$ cat src/hdl/cqr_pkg.sv
`timescale 1ns / 1ps

package cqr_pkg;

  // Queue geometry and word format
  localparam int DEPTH      = 16;
  localparam int DATA_WIDTH = 32;
  localparam int PTR_W      = $clog2(DEPTH);
  localparam int CNT_W      = $clog2(DEPTH + 1);
  localparam int SWP_W      = CNT_W - 1;
  localparam int CMD_W      = 2;
  localparam int ERR_W      = 2;

  localparam logic [PTR_W-1:0] PTR_LAST  = PTR_W'(DEPTH - 1);
  localparam logic [CNT_W-1:0] CNT_FULL  = CNT_W'(DEPTH);

  // Front value reported for an empty queue
  localparam logic signed [DATA_WIDTH-1:0] INT_MIN = {1'b1, {(DATA_WIDTH-1){1'b0}}};

  // Operation codes
  localparam logic [CMD_W-1:0] CMD_ENQ = 2'd0;
  localparam logic [CMD_W-1:0] CMD_DEQ = 2'd1;
  localparam logic [CMD_W-1:0] CMD_REV = 2'd2;

  // Error codes
  localparam logic [ERR_W-1:0] ERR_NONE      = 2'd0;
  localparam logic [ERR_W-1:0] ERR_UNDERFLOW = 2'd1;
  localparam logic [ERR_W-1:0] ERR_OVERFLOW  = 2'd2;

  // Pointer selects for the storage port
  localparam logic [1:0] PSEL_HEAD = 2'd0;
  localparam logic [1:0] PSEL_TAIL = 2'd1;
  localparam logic [1:0] PSEL_LO   = 2'd2;
  localparam logic [1:0] PSEL_HI   = 2'd3;

  // Controller to datapath commands
  typedef struct packed {
    logic             accept;     // latch item, clear removed value
    logic [ERR_W-1:0] err;        // error code of the accepted item
    logic             rev_start;  // load swap pointers and swap count
    logic             mem_rd;
    logic             mem_wr;
    logic [1:0]       psel;       // pointer that addresses the storage
    logic             enq_commit;
    logic             deq_commit;
    logic             swap_save;  // hold low word of the current swap
    logic             swap_step;  // move swap pointers inward
    logic             load_out;   // load result register
  } ctl_cmd_t;

  // Datapath to controller status
  typedef struct packed {
    logic empty;
    logic full;
    logic one_entry;
    logic swap_last;
  } dp_stat_t;

endpackage

$ cat src/hdl/cqr_ifs.sv
`timescale 1ns / 1ps

// Command channel
interface cqr_in_if;
  logic                                  valid;
  logic                                  ready;
  logic [cqr_pkg::CMD_W-1:0]             cmd;
  logic signed [cqr_pkg::DATA_WIDTH-1:0] item_value;

  modport source (output valid, output cmd, output item_value, input ready);
  modport sink   (input valid, input cmd, input item_value, output ready);
endinterface

// Result channel
interface cqr_out_if;
  logic                                  valid;
  logic                                  ready;
  logic signed [cqr_pkg::DATA_WIDTH-1:0] removed_value;
  logic signed [cqr_pkg::DATA_WIDTH-1:0] front_value;
  logic [cqr_pkg::CNT_W-1:0]             entry_count;
  logic                                  is_empty;
  logic                                  is_full;
  logic [cqr_pkg::ERR_W-1:0]             error_code;

  modport source (output valid, output removed_value, output front_value,
                  output entry_count, output is_empty, output is_full,
                  output error_code, input ready);
  modport sink   (input valid, input removed_value, input front_value,
                  input entry_count, input is_empty, input is_full,
                  input error_code, output ready);
endinterface

$ cat src/hdl/cqr_datapath.sv
`timescale 1ns / 1ps

module cqr_datapath (
  input  logic                                  clk,
  input  logic                                  rst_n,
  input  cqr_pkg::ctl_cmd_t                     cmd,
  output cqr_pkg::dp_stat_t                     stat,
  input  logic signed [cqr_pkg::DATA_WIDTH-1:0] in_item_value,
  output logic signed [cqr_pkg::DATA_WIDTH-1:0] out_removed_value,
  output logic signed [cqr_pkg::DATA_WIDTH-1:0] out_front_value,
  output logic [cqr_pkg::CNT_W-1:0]             out_entry_count,
  output logic                                  out_is_empty,
  output logic                                  out_is_full,
  output logic [cqr_pkg::ERR_W-1:0]             out_error_code
);
  import cqr_pkg::*;

  function automatic logic [PTR_W-1:0] ptr_inc(input logic [PTR_W-1:0] p);
    return (p == PTR_LAST) ? '0 : p + PTR_W'(1);
  endfunction

  function automatic logic [PTR_W-1:0] ptr_dec(input logic [PTR_W-1:0] p);
    return (p == '0) ? PTR_LAST : p - PTR_W'(1);
  endfunction

  logic signed [DATA_WIDTH-1:0] mem [DEPTH];

  logic [PTR_W-1:0]             head_r, tail_r, lo_r, hi_r;
  logic [CNT_W-1:0]             count_r;
  logic [SWP_W-1:0]             swaps_r;
  logic signed [DATA_WIDTH-1:0] item_r, removed_r, rd_data_r, lo_data_r;
  logic [ERR_W-1:0]             err_r;
  logic [PTR_W-1:0]             addr;
  logic signed [DATA_WIDTH-1:0] wr_data;

  // Pick the storage address and write word
  always_comb begin
    unique case (cmd.psel)
      PSEL_HEAD: begin
        addr    = head_r;
        wr_data = item_r;
      end
      PSEL_TAIL: begin
        addr    = tail_r;
        wr_data = item_r;
      end
      PSEL_LO: begin
        addr    = lo_r;
        wr_data = rd_data_r;
      end
      default: begin
        addr    = hi_r;
        wr_data = lo_data_r;
      end
    endcase
  end

  // Storage write
  always_ff @(posedge clk) begin
    if (cmd.mem_wr) begin
      mem[addr] <= wr_data;
    end
  end

  // Storage read, data registered
  always_ff @(posedge clk) begin
    if (cmd.mem_rd) begin
      rd_data_r <= mem[addr];
    end
  end

  // Queue pointers and count
  always_ff @(posedge clk) begin
    if (!rst_n) begin
      head_r  <= '0;
      tail_r  <= '0;
      count_r <= '0;
    end else begin
      if (cmd.enq_commit) begin
        tail_r  <= ptr_inc(tail_r);
        count_r <= count_r + CNT_W'(1);
      end else if (cmd.deq_commit) begin
        head_r  <= ptr_inc(head_r);
        count_r <= count_r - CNT_W'(1);
      end
    end
  end

  // Item latch, removed value and swap bookkeeping
  always_ff @(posedge clk) begin
    if (cmd.accept) begin
      item_r    <= in_item_value;
      err_r     <= cmd.err;
      removed_r <= '0;
    end
    if (cmd.deq_commit) begin
      removed_r <= rd_data_r;
    end
    if (cmd.rev_start) begin
      lo_r    <= head_r;
      hi_r    <= ptr_dec(tail_r);
      swaps_r <= count_r[CNT_W-1:1];
    end else if (cmd.swap_step) begin
      lo_r    <= ptr_inc(lo_r);
      hi_r    <= ptr_dec(hi_r);
      swaps_r <= swaps_r - SWP_W'(1);
    end
    if (cmd.swap_save) begin
      lo_data_r <= rd_data_r;
    end
  end

  // Result register
  always_ff @(posedge clk) begin
    if (cmd.load_out) begin
      out_removed_value <= removed_r;
      out_front_value   <= (count_r == '0) ? INT_MIN : rd_data_r;
      out_entry_count   <= count_r;
      out_is_empty      <= (count_r == '0);
      out_is_full       <= (count_r == CNT_FULL);
      out_error_code    <= err_r;
    end
  end

  assign stat.empty     = (count_r == '0);
  assign stat.full      = (count_r == CNT_FULL);
  assign stat.one_entry = (count_r == CNT_W'(1));
  assign stat.swap_last = (swaps_r == SWP_W'(1));

endmodule

$ cat src/hdl/cqr_ctrl.sv
`timescale 1ns / 1ps

module cqr_ctrl (
  input  logic                      clk,
  input  logic                      rst_n,
  input  logic                      in_valid,
  output logic                      in_ready,
  input  logic [cqr_pkg::CMD_W-1:0] in_cmd,
  output logic                      out_valid,
  input  logic                      out_ready,
  input  cqr_pkg::dp_stat_t         stat,
  output cqr_pkg::ctl_cmd_t         cmd
);
  import cqr_pkg::*;

  localparam logic [3:0] S_IDLE      = 4'd0;
  localparam logic [3:0] S_ENQ       = 4'd1;
  localparam logic [3:0] S_DEQ_RD    = 4'd2;
  localparam logic [3:0] S_DEQ_CAP   = 4'd3;
  localparam logic [3:0] S_REV_RD_LO = 4'd4;
  localparam logic [3:0] S_REV_RD_HI = 4'd5;
  localparam logic [3:0] S_REV_WR_LO = 4'd6;
  localparam logic [3:0] S_REV_WR_HI = 4'd7;
  localparam logic [3:0] S_FRONT_RD  = 4'd8;
  localparam logic [3:0] S_OUT       = 4'd9;

  logic [3:0] state_r, state_nxt;
  logic       out_valid_r, out_valid_nxt;

  assign in_ready  = (state_r == S_IDLE);
  assign out_valid = out_valid_r;

  // Sequence one item through the datapath
  always_comb begin
    state_nxt     = state_r;
    out_valid_nxt = out_valid_r && !out_ready;
    cmd           = '0;
    unique case (state_r)
      S_IDLE: begin
        if (in_valid) begin
          cmd.accept = 1'b1;
          state_nxt  = S_FRONT_RD;
          unique case (in_cmd)
            CMD_ENQ: begin
              if (stat.full) cmd.err = ERR_OVERFLOW;
              else state_nxt = S_ENQ;
            end
            CMD_DEQ: begin
              if (stat.empty) cmd.err = ERR_UNDERFLOW;
              else state_nxt = S_DEQ_RD;
            end
            CMD_REV: begin
              if (stat.empty) begin
                cmd.err = ERR_UNDERFLOW;
              end else if (!stat.one_entry) begin
                cmd.rev_start = 1'b1;
                state_nxt     = S_REV_RD_LO;
              end
            end
            default: state_nxt = S_FRONT_RD;
          endcase
        end
      end
      S_ENQ: begin
        cmd.mem_wr     = 1'b1;
        cmd.psel       = PSEL_TAIL;
        cmd.enq_commit = 1'b1;
        state_nxt      = S_FRONT_RD;
      end
      S_DEQ_RD: begin
        cmd.mem_rd = 1'b1;
        cmd.psel   = PSEL_HEAD;
        state_nxt  = S_DEQ_CAP;
      end
      S_DEQ_CAP: begin
        cmd.deq_commit = 1'b1;
        state_nxt      = S_FRONT_RD;
      end
      S_REV_RD_LO: begin
        cmd.mem_rd = 1'b1;
        cmd.psel   = PSEL_LO;
        state_nxt  = S_REV_RD_HI;
      end
      S_REV_RD_HI: begin
        cmd.mem_rd    = 1'b1;
        cmd.psel      = PSEL_HI;
        cmd.swap_save = 1'b1;
        state_nxt     = S_REV_WR_LO;
      end
      S_REV_WR_LO: begin
        cmd.mem_wr = 1'b1;
        cmd.psel   = PSEL_LO;
        state_nxt  = S_REV_WR_HI;
      end
      S_REV_WR_HI: begin
        cmd.mem_wr    = 1'b1;
        cmd.psel      = PSEL_HI;
        cmd.swap_step = 1'b1;
        state_nxt     = stat.swap_last ? S_FRONT_RD : S_REV_RD_LO;
      end
      S_FRONT_RD: begin
        cmd.mem_rd = 1'b1;
        cmd.psel   = PSEL_HEAD;
        state_nxt  = S_OUT;
      end
      S_OUT: begin
        // Wait until the result register is free
        if (!out_valid_r || out_ready) begin
          cmd.load_out  = 1'b1;
          out_valid_nxt = 1'b1;
          state_nxt     = S_IDLE;
        end
      end
      default: state_nxt = S_IDLE;
    endcase
  end

  always_ff @(posedge clk) begin
    if (!rst_n) begin
      state_r     <= S_IDLE;
      out_valid_r <= 1'b0;
    end else begin
      state_r     <= state_nxt;
      out_valid_r <= out_valid_nxt;
    end
  end

endmodule

$ cat src/hdl/circular_queue_with_reverse.sv
`timescale 1ns / 1ps
// An item is accepted in idle. An error, the unused command or a one-entry reverse goes
// straight to the front read and result load; enqueue first writes at the tail, dequeue
// reads the head and captures it, and a reverse of n first runs floor(n/2) swaps, each
// reading low, reading high, writing low and writing high on the single storage port.
// A result waits until the previous one is taken; no new beat is taken until it loads.
// Reset (rst_n low, synchronous) empties the queue and drops any pending result.
module circular_queue_with_reverse (
  input logic      clk,
  input logic      rst_n,
  cqr_in_if.sink   in_ch,
  cqr_out_if.source out_ch
);
  import cqr_pkg::*;

  ctl_cmd_t ctl_cmd;
  dp_stat_t dp_stat;

  cqr_ctrl u_ctrl (
    .clk       (clk),
    .rst_n     (rst_n),
    .in_valid  (in_ch.valid),
    .in_ready  (in_ch.ready),
    .in_cmd    (in_ch.cmd),
    .out_valid (out_ch.valid),
    .out_ready (out_ch.ready),
    .stat      (dp_stat),
    .cmd       (ctl_cmd)
  );

  cqr_datapath u_dp (
    .clk               (clk),
    .rst_n             (rst_n),
    .cmd               (ctl_cmd),
    .stat              (dp_stat),
    .in_item_value     (in_ch.item_value),
    .out_removed_value (out_ch.removed_value),
    .out_front_value   (out_ch.front_value),
    .out_entry_count   (out_ch.entry_count),
    .out_is_empty      (out_ch.is_empty),
    .out_is_full       (out_ch.is_full),
    .out_error_code    (out_ch.error_code)
  );

endmodule

$ cat src/flat_wrapper.sv
// flat-port wrapper written by rule: the top's interface ports become plain ports
module circular_queue_with_reverse_flat import cqr_pkg::*;
  (clk, rst_n, in_ch_valid, in_ch_cmd, in_ch_item_value, in_ch_ready, out_ch_valid, out_ch_removed_value, out_ch_front_value, out_ch_entry_count, out_ch_is_empty, out_ch_is_full, out_ch_error_code, out_ch_ready);
  cqr_in_if in_ch_i ();
  cqr_out_if out_ch_i ();
  input logic clk;
  input logic rst_n;
  input wire logic [$bits(in_ch_i.valid)-1:0] in_ch_valid;
  input wire logic [$bits(in_ch_i.cmd)-1:0] in_ch_cmd;
  input wire logic [$bits(in_ch_i.item_value)-1:0] in_ch_item_value;
  output wire logic [$bits(in_ch_i.ready)-1:0] in_ch_ready;
  output wire logic [$bits(out_ch_i.valid)-1:0] out_ch_valid;
  output wire logic [$bits(out_ch_i.removed_value)-1:0] out_ch_removed_value;
  output wire logic [$bits(out_ch_i.front_value)-1:0] out_ch_front_value;
  output wire logic [$bits(out_ch_i.entry_count)-1:0] out_ch_entry_count;
  output wire logic [$bits(out_ch_i.is_empty)-1:0] out_ch_is_empty;
  output wire logic [$bits(out_ch_i.is_full)-1:0] out_ch_is_full;
  output wire logic [$bits(out_ch_i.error_code)-1:0] out_ch_error_code;
  input wire logic [$bits(out_ch_i.ready)-1:0] out_ch_ready;
  assign in_ch_i.valid = in_ch_valid;
  assign in_ch_i.cmd = in_ch_cmd;
  assign in_ch_i.item_value = in_ch_item_value;
  assign in_ch_ready = in_ch_i.ready;
  assign out_ch_valid = out_ch_i.valid;
  assign out_ch_removed_value = out_ch_i.removed_value;
  assign out_ch_front_value = out_ch_i.front_value;
  assign out_ch_entry_count = out_ch_i.entry_count;
  assign out_ch_is_empty = out_ch_i.is_empty;
  assign out_ch_is_full = out_ch_i.is_full;
  assign out_ch_error_code = out_ch_i.error_code;
  assign out_ch_i.ready = out_ch_ready;
  circular_queue_with_reverse u_core (.clk(clk), .rst_n(rst_n), .in_ch(in_ch_i), .out_ch(out_ch_i));
endmodule
$ cat config.mk
export PLATFORM = sky130hd
export DESIGN_NAME = circular_queue_with_reverse_flat
export DESIGN_NICKNAME = d
export VERILOG_FILES = /design/src/hdl/cqr_pkg.sv /design/src/hdl/cqr_ifs.sv /design/src/hdl/cqr_datapath.sv /design/src/hdl/cqr_ctrl.sv /design/src/hdl/circular_queue_with_reverse.sv /design/src/flat_wrapper.sv
export SDC_FILE = /design/constraint.sdc
export NUM_CORES = 1
export LEC_CHECK = 0
export BUFFER_PORTS_ARGS = -buffer_cell sky130_fd_sc_hd__buf_2
export CORE_MARGIN = 2
export CORE_UTILIZATION = 25
export CTS_BUF_LIST = sky130_fd_sc_hd__clkbuf_8 sky130_fd_sc_hd__clkbuf_16
export CTS_CLUSTER_DIAMETER = 100
export DETAILED_ROUTE_END_ITERATION = 10
export GPL_TIMING_DRIVEN = 0
export HOLD_SLACK_MARGIN = 0.02
export PLACE_DENSITY = 0.39
export SYNTH_ARGS = -nofsm -noshare
export SYNTH_HDL_FRONTEND = slang
export SYNTH_HIERARCHICAL = 1
export SYNTH_SLANG_ARGS = --single-unit
$ cat constraint.sdc
create_clock -name clk -period 6.2 [get_ports clk]
set_clock_uncertainty 0.1 [all_clocks]
set_input_delay 0.31 -clock clk [delete_from_list [all_inputs] [get_ports clk]]
set_output_delay 0.31 -clock clk [all_outputs]
set_load 0.005 [all_outputs]
* Word-level counts from Yosys, hierarchy flattened *
Memories as Yosys holds them, arrays and structs flattened. A register that Yosys moved wholly into a read port is not among the register bits.
Cells that the tools add are included.

word-level totals
  bits in registers = 201
  input bits = 38
  word-level logic and storage cells = 119
  memories kept = 1
  bits in writable memories = 512
  output and inout bits = 75

operators by class
  reductions and logical operators = 23
  add/sub/neg operators = 8
  bitwise logic cells = 1
  equality and inequality tests = 21
  muxes and demuxes = 47

memories
  memory           depth  width  read ports  clocked after Yosys merged registers in  wr ports  RTL line            text
  u_core.u_dp.mem  16     32     1           1                                        1         cqr_datapath.sv:26  logic signed [DATA_WIDTH-1:0] mem [DEPTH];

operator list
  operator                                                            count
  4-bit 2-to-1 mux                                                    20
  32-bit 2-to-1 mux                                                   2
  32-bit one-hot mux with 2 select lines                              1
  4-bit one-hot mux with 9 select lines                               1
  4-bit one-hot mux with 3 select lines                               2
  4-bit == test, second input constant                                5
  4-bit by 3-bit == test with 1-bit output, second input constant     4
  1-bit 2-to-1 mux                                                    16
  4-bit by 1-bit adder with 4-bit output, second input constant       3
  4-bit zero test                                                     3
  4-bit by 1-bit subtractor with 4-bit output, second input constant  3
  5-bit 2-to-1 mux                                                    2
  2-bit OR reduction                                                  5
  4-bit by 1-bit == test with 1-bit output, second input constant     2
  4-bit by 2-bit == test with 1-bit output, second input constant     2
  2-bit one-hot mux with 3 select lines                               1
  2-bit AND reduction                                                 3
  2-bit nonzero test                                                  3
  5-bit by 1-bit adder with 5-bit output, second input constant       1
  5-bit by 1-bit == test with 1-bit output, second input constant     1
  5-bit == test, second input constant                                1
  5-bit zero test                                                     1
  5-bit by 1-bit subtractor with 5-bit output, second input constant  1
  2-bit by 1-bit == test with 1-bit output, second input constant     2
  11 further kinds                                                    15

* Longest topological paths before layout *
  depth after elaboration = 8
  depth in mapped cells = 12

* Modules after synthesis *
The synthesis kept the hierarchy.

by module, submodules not included
  module        seq. area each (µm²)  times used  area each (µm²)  cells an instance
  cqr_datapath  22091.2               1           28337.2          1619
  cqr_ctrl      100.1                 1           481.7            64

* Worst setup path before layout *
OpenSTA, ideal clock, no wires.

  path type = register -> register
  start = register u_core.u_ctrl.state_r[1]
  end = register u_core/u_dp/out_entry_count[0] (netlist name) (enable)
  data required time = 5587 ps
  setup time = 513 ps
  period minus slack after synthesis = 4673 ps
  setup slack = 1527 ps
  data arrival time = 4061 ps
  stages on the path, launching flop included = 5
  path through = dfxtp_1 clkbuf_1 nor2_1 nand3_1 nor2b_1

RTL lines
  what                      RTL line             text
  start: declaration        cqr_ctrl.sv:27       logic [3:0] state_r, state_nxt;
  start signal: assignment  cqr_ctrl.sv:123      state_r <= state_nxt;
  end signal: assignment    cqr_datapath.sv:118  out_entry_count <= count_r;
  end: declaration          cqr_datapath.sv:11   output logic [cqr_pkg::CNT_W-1:0] out_entry_count,

==> out/qor.yml <==
antenna_left: 0
fp.coreArea_um2: 114000
drv_cap: 0
drive_above_1_share_pct: 16.5
criticalPathCategory: "reg2reg"
path_max_fanout: 17
regArea_um2: 22200
die_area_um2: 118000
drc_errors: 0
finalSetupViolations: 0
clk_path_buf_depth: 3
synth_flop_cell: "edfxtp_1"
fillCellCount: 11200
grt_max_degree: 39
yosysUniqueCellTypes: 55
tightest_slew_ns: 1.31
final_common_cell: "edfxtp_1"
slew_violations: 0
post-route-min-period_ns: 4.27
layout_common_cells: "727 x edfxtp_1, 292 x mux2i_1, 138 x buf_2"
grt_overflow: 0
rsz0062_at_grt: "no"
area_growth_pct: 20.1
grt_use_total_pct: 13.5
async_flop_share_pct: 0
met2_usage_pct: 22.4
syn_avg_cell_area_um2: 17.1
io_buffers: 112
critPathArrivalTime_ns: 4.48
tns_ns: 0
layout.cells.non_filler: 3503
slew_headroom_pct: 12.6
crit_top_cell: "clkbuf_1"
wl_um: 79700
first_pass_iters: 5
use_met1_pct: 18.1
fin_total_pwr_mw: 11.4
final_hold_viol_count: 0
hold_depth: 4
fp.dieW_um: 344
ys.warnings.count: 6
grt_pass1_vias: 15900
period_share_pct: 68.8
place_area_um2: 31800
numCtsBuffers: 78
netlist_instances: 1683
root_buffer: "clkbuf_16"
irDropWorstVdd_v: 0.000210
grtUsageMet3_pct: 2.25
cts_setup_buffers: 0
p_leak_nw: 10.7
slowest_stage: "nor2_4"
final_util_pct: 30.3
cts_tree: "yes"
crit_required_ns: 6.42
setup.worst_path.end_class: "register"
synth-edff-count: 727
first_iter_violations: 1072
grt_pass1_wl_um: 114000
dp_cells: 3327
synth_area_um2: 28800
ys_ff_latch: 745
worstRegToRegCells: 9
die-height_um: 344
post_drt_wl_per_cell_um: 22.7
seq_area_frac_synth_pct: 77.0
antenna_found_initial: 2
busiest_layer: "met2"
dpl_worst_slack_ns: 1.86
hold_path_class: "in2reg"
fmax_mhz: 234
cpPeakStageDelay_ns: 0.78
powerDensity_nw_per_um2: 330
cts_htree_levels: 3
cp_cell_sequence: "clkbuf_1 > nor2b_1 > nor2_1 > buf_2 > mux4_2 > clkbuf_1 > nand2_1 > nor2_4 > buf_12"
start_util_pct: 25.2
cts_sinks: 745
hpwl_um: 54000
multi_input_area_um2: 6350
cp-start-kind: "register"
nets: 1985
timing.hold.ws_ns: 0.157
clock_latency_ns: 0.64
place_congestion: 0.738
io_pins: 113
final_area_um2: 34600
row_count: 124
syn_nets: 1737
ctsResizeCount: 0
avgViaCountPerCell: 4.41
clkSlewWorstSetupHoldPaths_ns: 0.06
num_vias: 15500
setup_ws_ns: 1.93
status: "completed"
[sequential cells by signal, summed over array words and instances (netlist names)]
name	cells
u_core/u_dp/mem	512
u_core/u_dp/item_r	32
u_core/u_dp/lo_data_r	32
u_core/u_dp/out_front_value	32
u_core/u_dp/out_removed_value	32
u_core/u_dp/rd_data_r	32
u_core/u_dp/removed_r	32
u_core/u_dp/count_r	5
u_core/u_dp/out_entry_count	5
u_core/u_ctrl/state_r	4
u_core/u_dp/head_r	4
u_core/u_dp/hi_r	4
u_core/u_dp/lo_r	4
u_core/u_dp/swaps_r	4
u_core/u_dp/tail_r	4
u_core/u_dp/err_r	2
u_core/u_dp/out_error_code	2
u_core/u_ctrl/out_valid	1
u_core/u_dp/out_is_empty	1
u_core/u_dp/out_is_full	1
[area by class of cell]
class / count / share of cell area (%)
clock buffer: 80 / 5.75
sequential: 745 / 64.1
inverter: 12 / 0.130
tap: 1512 / 5.46
buffer: 91 / 1.26
timing repair buffer: 168 / 3.81
antenna: 1 / 0.00723
clock inverter: 59 / 1.14
multi-input combinational: 835 / 18.3
[timing repair]
action | CTS | global route
hold buffers | 35 | 0
setup endpoints to repair | 0 | 0
endpoints found under the hold margin | 40 | 0
[report_power, final]
group          leakage, nW  internal, mW  total, mW  switching, mW
sequential            6.75          5.93       6.04          0.107
clock                 1.24          2.46       4.41           1.95
combinational         2.70         0.291      0.991          0.700
[final timing paths]
| path | startpoint | end | slack [ns] |
|---|---|---|---|
| setup / recovery | u_core/u_ctrl/state_r[1]$_SDFFE_PN0P_ | u_core/u_dp/mem[12][6]$_DFFE_PP_ | 1.93 |
| hold reg to reg | u_core/u_dp/removed_r[30]$_SDFFCE_PN0P_ | u_core/u_dp/out_removed_value[30]$_DFFE_PP_ | 0.32 |
| hold / removal | in_ch_valid | u_core/u_ctrl/state_r[0]$_SDFFE_PN0P_ | 0.16 |
| setup reg to reg | u_core/u_ctrl/state_r[1]$_SDFFE_PN0P_ | u_core/u_dp/mem[12][6]$_DFFE_PP_ | 1.93 |
[cells in the mapped netlist, types with 5 or more instances]
cell | n | share of area (%)
mux2i_1 | 292 | 10
dfxtp_1 | 18 | 1.3
nor3_1 | 5 | 0.087
buf_2 | 26 | 0.45
o21ai_1 | 65 | 1.1
buf_4 | 9 | 0.23
ha_1 | 16 | 0.69
o21ai_0 | 13 | 0.23
edfxtp_1 | 727 | 76
and2_1 | 39 | 0.85
a21oi_1 | 44 | 0.76
inv_1 | 12 | 0.16
nand2b_1 | 8 | 0.17
nand2_1 | 19 | 0.25
nand3_1 | 6 | 0.10
nor2_1 | 95 | 1.2
o22ai_1 | 128 | 2.8
xnor2_1 | 8 | 0.24
nor2b_1 | 40 | 0.87
clkbuf_1 | 41 | 0.53
buf_1 | 11 | 0.14
[metal layers]
| layer | up-vias | wire length [um] |
|---|---|---|
| met1 | 7932 | 36300 |
| li1 | 7075 | - |
| met3 | 84 | 3850 |
| met5 | - | 0 |
| met2 | 363 | 38100 |
| met4 | 0 | 1420 |
[kinds of logic (layout without fill, tap and decap cells)]
group	Yosys count	after routing	synth area share, %
AOI/OAI and AO/OA	271	271	5.49
xor gates and xnor gates	10	10	0.304
adders and majority gates	16	16	0.695
buffers and inverters	103	410	1.68
DFF	745	745	77.0
muxes	298	298	10.5
other	0	1	0
and+or+nand+nor	240	240	4.30
[critical path: cells and delay by family (launching register included)]
family                 cells  cell delay, ns
buffers and inverters      4            1.47
muxes                      1            0.43
DFF                        1            0.38
and+or+nand+nor            4            1.51
(Power assumes the default switching activity.)
